===== src/rtl/core/frustum_cull_and_classify_defines.svh =====
// ----------------------------------------------------------------------
// frustum_cull_and_classify_defines: assertion macros
// clocked on clk, disabled while rst_n is low
// ----------------------------------------------------------------------
`ifndef FRUSTUM_CULL_AND_CLASSIFY_DEFINES_SVH
`define FRUSTUM_CULL_AND_CLASSIFY_DEFINES_SVH

// same-cycle implication
`define FRS_ASSERT_IMP(lbl, ante, cons, msg) \
  lbl: assert property (@(posedge clk) disable iff (!rst_n) (ante) |-> (cons)) \
    else $error(msg);

// next-cycle implication
`define FRS_ASSERT_NEXT(lbl, ante, cons, msg) \
  lbl: assert property (@(posedge clk) disable iff (!rst_n) (ante) |=> (cons)) \
    else $error(msg);

`endif


===== src/rtl/core/frs_pkg.sv =====
// ----------------------------------------------------------------------
// frs_pkg: shared types and constants
// plane layout, command and side codes, register indexes
// ----------------------------------------------------------------------
package frs_pkg;

  localparam int NORM_BITS     = 16;
  localparam int Q_SHIFT       = 14;
  localparam int CFG_IDX_BITS  = 3;
  localparam int CFG_DATA_BITS = 64;
  localparam int TOL_BITS      = 16;
  localparam int COUNT_BITS    = 3;
  localparam int SEL_BITS      = 3;

  typedef logic [1:0] cmd_t;
  localparam cmd_t CMD_BOX_CULL    = 2'd0;
  localparam cmd_t CMD_SPHERE_CULL = 2'd1;
  localparam cmd_t CMD_CLASSIFY    = 2'd2;

  typedef logic [1:0] side_t;
  localparam side_t SIDE_ON     = 2'd0;
  localparam side_t SIDE_BEHIND = 2'd1;
  localparam side_t SIDE_FRONT  = 2'd2;

  typedef logic [CFG_IDX_BITS-1:0] reg_idx_t;
  localparam reg_idx_t REG_PLANES_IN_USE = 3'd6;
  localparam reg_idx_t REG_EDGE_TOL      = 3'd7;

  localparam logic [COUNT_BITS-1:0] RESET_IN_USE = 3'd6;
  localparam logic [TOL_BITS-1:0]   RESET_TOL    = 16'd2;

  // normal in Q2.14, offset in integer units
  typedef struct packed {
    logic signed [NORM_BITS-1:0] nx;
    logic signed [NORM_BITS-1:0] ny;
    logic signed [NORM_BITS-1:0] nz;
    logic signed [NORM_BITS-1:0] off;
  } plane_t;

  typedef struct packed {
    cmd_t                cmd;
    logic                shape_null;
    logic [SEL_BITS-1:0] plane_select;
  } ctl_t;

endpackage


===== src/rtl/core/frs_decide_stage.sv =====
// ----------------------------------------------------------------------
// frs_decide_stage: distance sums and verdicts
// plane distances against zero or the radius, and the classify band
// ----------------------------------------------------------------------
module frs_decide_stage #(
  parameter int PLANE_COUNT = 6,
  parameter int COORD_BITS  = 16
) (
  input  frs_pkg::plane_t                                 planes [PLANE_COUNT],
  input  logic [frs_pkg::COUNT_BITS-1:0]                  used_count,
  input  logic [frs_pkg::TOL_BITS-1:0]                    edge_tol,
  input  frs_pkg::ctl_t                                   ctl,
  input  logic signed [COORD_BITS-1:0]                    radius,
  input  logic signed [frs_pkg::NORM_BITS+COORD_BITS-1:0] cull_prod [PLANE_COUNT][3],
  input  logic signed [frs_pkg::NORM_BITS+COORD_BITS-1:0] min_prod [3],
  input  logic signed [frs_pkg::NORM_BITS+COORD_BITS-1:0] max_prod [3],
  input  logic signed [frs_pkg::NORM_BITS-1:0]            cls_off,
  output logic                                            culled_nxt,
  output frs_pkg::side_t                                  side_nxt
);
  import frs_pkg::*;

  localparam int PW = NORM_BITS + COORD_BITS;
  localparam int OW = NORM_BITS + Q_SHIFT;
  localparam int SW = ((PW > OW) ? PW : OW) + 2;

  logic signed [SW-1:0]   plane_d [PLANE_COUNT];
  logic [PLANE_COUNT-1:0] box_hit;
  logic [PLANE_COUNT-1:0] sph_hit;
  logic signed [SW-1:0]   rad_q;
  logic signed [SW-1:0]   tol_s;
  logic signed [SW-1:0]   cls_off_q;
  logic signed [SW-1:0]   d_min;
  logic signed [SW-1:0]   d_max;
  logic                   behind;
  logic                   front;
  logic                   sel_ok;

  always_comb begin
    rad_q     = SW'(radius) <<< Q_SHIFT;
    tol_s     = SW'(edge_tol);
    cls_off_q = SW'(cls_off) <<< Q_SHIFT;
    for (int i = 0; i < PLANE_COUNT; i++) begin
      plane_d[i] = SW'(cull_prod[i][0]) + SW'(cull_prod[i][1]) + SW'(cull_prod[i][2])
                   - (SW'(planes[i].off) <<< Q_SHIFT);
      box_hit[i] = (COUNT_BITS'(i) < used_count) && !plane_d[i][SW-1];
      sph_hit[i] = (COUNT_BITS'(i) < used_count) && (plane_d[i] > rad_q);
    end
    // nearest and farthest corners bound all eight
    d_min  = SW'(min_prod[0]) + SW'(min_prod[1]) + SW'(min_prod[2]) - cls_off_q;
    d_max  = SW'(max_prod[0]) + SW'(max_prod[1]) + SW'(max_prod[2]) - cls_off_q;
    behind = d_min < -tol_s;
    front  = d_max > tol_s;
    sel_ok = ctl.plane_select < SEL_BITS'(PLANE_COUNT);

    culled_nxt = 1'b0;
    side_nxt   = SIDE_ON;
    unique case (ctl.cmd)
      CMD_BOX_CULL: begin
        culled_nxt = !ctl.shape_null && (|box_hit);
      end
      CMD_SPHERE_CULL: begin
        culled_nxt = !radius[COORD_BITS-1] && (|sph_hit);
      end
      CMD_CLASSIFY: begin
        priority if (!sel_ok || (behind && front)) begin
          side_nxt = SIDE_ON;
        end else if (behind) begin
          side_nxt = SIDE_BEHIND;
        end else if (front) begin
          side_nxt = SIDE_FRONT;
        end else begin
          side_nxt = SIDE_ON;
        end
      end
      default: begin
        culled_nxt = 1'b0;
        side_nxt   = SIDE_ON;
      end
    endcase
  end

endmodule


===== config.mk =====
export PLATFORM = sky130hd
export DESIGN_NAME = frs_decide_stage
export DESIGN_NICKNAME = d
export VERILOG_FILES = /design/src/rtl/core/frustum_cull_and_classify_defines.svh /design/src/rtl/core/frs_pkg.sv /design/src/rtl/core/frs_decide_stage.sv
export SDC_FILE = /design/constraint.sdc
export NUM_CORES = 2
export LEC_CHECK = 0
export ABC_CLOCK_PERIOD_IN_PS = 15400
export BUFFER_PORTS_ARGS = -buffer_cell sky130_fd_sc_hd__clkbuf_2
export CAP_MARGIN = 20
export CORE_AREA = 2 2 470 472
export DETAILED_ROUTE_END_ITERATION = 12
export DIE_AREA = 0 0 472 474
export PLACE_DENSITY = 0.39
export RECOVER_POWER = 25
export SLEW_MARGIN = 30
export SYNTH_ARGS = -nofsm -noshare
export SYNTH_HDL_FRONTEND = slang
export SYNTH_SLANG_ARGS = --single-unit

===== constraint.sdc =====
create_clock -name vclk -period 15.4
set_input_delay 4.62 -clock vclk [all_inputs]
set_output_delay 4.62 -clock vclk [all_outputs]
set_load 0.02 [all_outputs]

==> qor.yml <==
numPortBuffers: 923
antenna_found_initial: 130
rows: 172
vias_per_cell: 3.82
yosysTopAreaCellShare_pct: 26.0
fin_crit_sh_pct: 104
worstMarginPinSlew_ns: 1.01
fmax_mhz: 62.7
synth_area_per_cell_sq_um: 7.60
max_stage_delay_ns: 0.57
hold_path_end: "side_nxt[1]"
drive_gt1_share_pct: 28.0
hpwl_mm: 148
finalPower_w: 0.00456
synthCells: 4128
ir_worst_vdd_mv: 0.0389
io-pin-count: 1212
worst_slack_ns: -0.554
firstDrtPassIters: 5
n_fill_cell: 24961
hold_depth: 4
grt_usage_pct: 13.6
fin_crit_ns: 15.95
layoutNonFillerInstCount: 8413
nClkBuffers: 0
ant_nets: 0
status: "finished, violations left"
grt_remaining_overflow: 0
final_core_util_pct: 20.1
hold_buffers: 0
die_width_um: 472
violations: "setup timing"
rsz0062_at_grt: "yes"
maxCapViolCount: 0
power.leakage_nw: 25.2
regArea_sq_um: 0
cp.required_ns: 10.78
setup_tns_ns: -0.554
yosysWarnings: 0
ys_types: 83
setup_viol: 1
core_sq_um: 219000
vias: 32103
routed_wl_mm: 157
relSlewSlack_pct: 32.4
seq_cell_count: 0
grt_pass1_vias: 33598
cp-end-kind: "primary output"
cp_slowest_cell: "fa_1"
critPathKind: "input pin to primary output"
fp.dieH_um: 474
crit_fanout: 3
grt_pass1_wl_mm: 222
path_delay_family: "compound AO/OA/AOI/OAI gates"
dp.cells: 8380
final_hold_viol_count: 0
start_util_pct: 14.4
cp.arrival_ns: 11.33
post_drt_wl_per_cell_um: 18.6
dr.first_iter.drc_count: 1348
syn_area_sq_um: 31400
syn_to_final_growth_pct: 40.3
power_density_nw_per_um2: 104
min_from: "ctl[4]"
grt_max_degree: 22
die-area_sq_um: 224000
hp-class: "input pin to primary output"
cp-start-kind: "input pin"
synth_area_leaders: "fa_1 26%, ha_1 21%, inv_1 17%"
drc: 0
globalplace.congestion: 0.864
path_buf_inv: 5
synth.largest_area_cell: "fa_1"
whs_ns: 9.89
finalMaxSlewViolations: 0
syn_nets: 6284
synth_seq_area_share_pct: 0
fin_nets: 7678
[cells in the final DEF (no fill, tap or decap), types with 22 or more instances in the layout]
cell type and n:
nor3_1 42, o21bai_1 33, xnor2_1 141, nand4_1 58
nor2b_1 45, a21oi_1 235, nand2_1 112, a31oi_1 23
diode_2 22, buf_4 485, inv_1 1409, nand3_1 55
a21o_1 156, and3_1 25, a211oi_1 25, nor4_1 22
o21a_1 43, clkbuf_2 920, nand2b_1 46, xor2_1 59
ha_1 526, fa_1 403, nor2_1 143, o21ai_0 109
o21ai_1 29
[layout make-up]
cell class / count / area [sq um] / area share (%)
multi-input cells: 2686 / 26700 / 60.6
repair buffers: 1414 / 8380 / 19.0
inverters: 1420 / 5330 / 12.1
well taps: 2871 / 3590 / 8.16
diodes: 22 / 55.1 / 0.125
[kinds of logic after synthesis]
logic type | count (synthesis) | share of synthesized area (%)
compound gates | 876 | 18.4
buf+inv | 1442 | 17.2
simple gates | 651 | 10.9
fa+ha+maj | 947 | 47.5
mux | 10 | 0.331
xor+xnor | 202 | 5.64
[power breakdown]
| part | leakage, nW | switching [W] | total, W | internal, W |
|---|---|---|---|---|
| registers | 0 | 0 | 0 | 0 |
| logic | 25.2 | 0.00241 | 0.00456 | 0.00215 |
| clock network | 0.000139 | 0 | 0.000000000195 | 0.000000000195 |
| total | 25.2 | 0.00241 | 0.00456 | 0.00215 |
[Yosys cell counts (9+ instances only)]
| cell | instances |
|---|---|
| a21o_1 | 157 |
| and2_1 | 21 |
| o21bai_1 | 34 |
| nand3_1 | 56 |
| a21boi_0 | 13 |
| xor2_1 | 60 |
| nand4_1 | 58 |
| xnor2_1 | 142 |
| fa_1 | 408 |
| o21a_1 | 43 |
| o211ai_1 | 20 |
| nand2_1 | 112 |
| ha_1 | 539 |
| o21ai_0 | 113 |
| nand3b_1 | 9 |
| or3_1 | 14 |
| clkbuf_1 | 22 |
| nor2b_1 | 47 |
| o2111ai_1 | 16 |
| nor4_1 | 28 |
| a211o_1 | 11 |
| a2111oi_0 | 17 |
| nand2b_1 | 46 |
| nor3_1 | 43 |
| o31ai_1 | 14 |
| and3_1 | 25 |
| a211oi_1 | 31 |
| nor2_1 | 143 |
| inv_1 | 1420 |
| a31oi_1 | 30 |
| o21ai_1 | 33 |
| and4_1 | 10 |
| a21oi_1 | 251 |
[worst max-delay path by stage]
stage,cells past startpoint,startpoint,endpoint
2_1_floorplan,27,cull_prod[98],culled_nxt
3_3_place_gp,34,cull_prod[322],culled_nxt
3_5_place_dp,34,cull_prod[322],culled_nxt
4_1_cts,33,cull_prod[322],culled_nxt
5_1_grt,32,cull_prod[419],culled_nxt
6_report,30,cull_prod[98],culled_nxt
[routing by layer]
layer	GRT usage, %	wire length (um)	part of all wire [%]
met5	0	312	0.20
met4	2.70	3260	2.1
met3	1.80	7510	4.8
met2	23.2	74000	47
met1	18.2	71500	46
[repair_timing]
item	4_1_cts	5_1_grt
buffers inserted	10	5
endpoints found under the setup margin	1	3
pin swaps	48	50
resized for setup	78	61
endpoints found under the hold margin	0	0
[worst min-delay path, stage by stage]
cell	delay [ns]
clkbuf_2	0.12
a211oi_2	0.13
and3_1	0.23
buf_12	0.15
[through the flow]
| stage | area, sq um | setup slack, ns |
|---|---|---|
| after floorplan | 31400 | 0.122 |
| after global placement | 43200 | -1.66 |
| after detailed placement | 43200 | -1.70 |
| after CTS | 43600 | -0.873 |
| after global routing | 44000 | -0.878 |
| final | 44000 | -0.554 |
No activity file was read; power rests on OpenSTA's default activity.
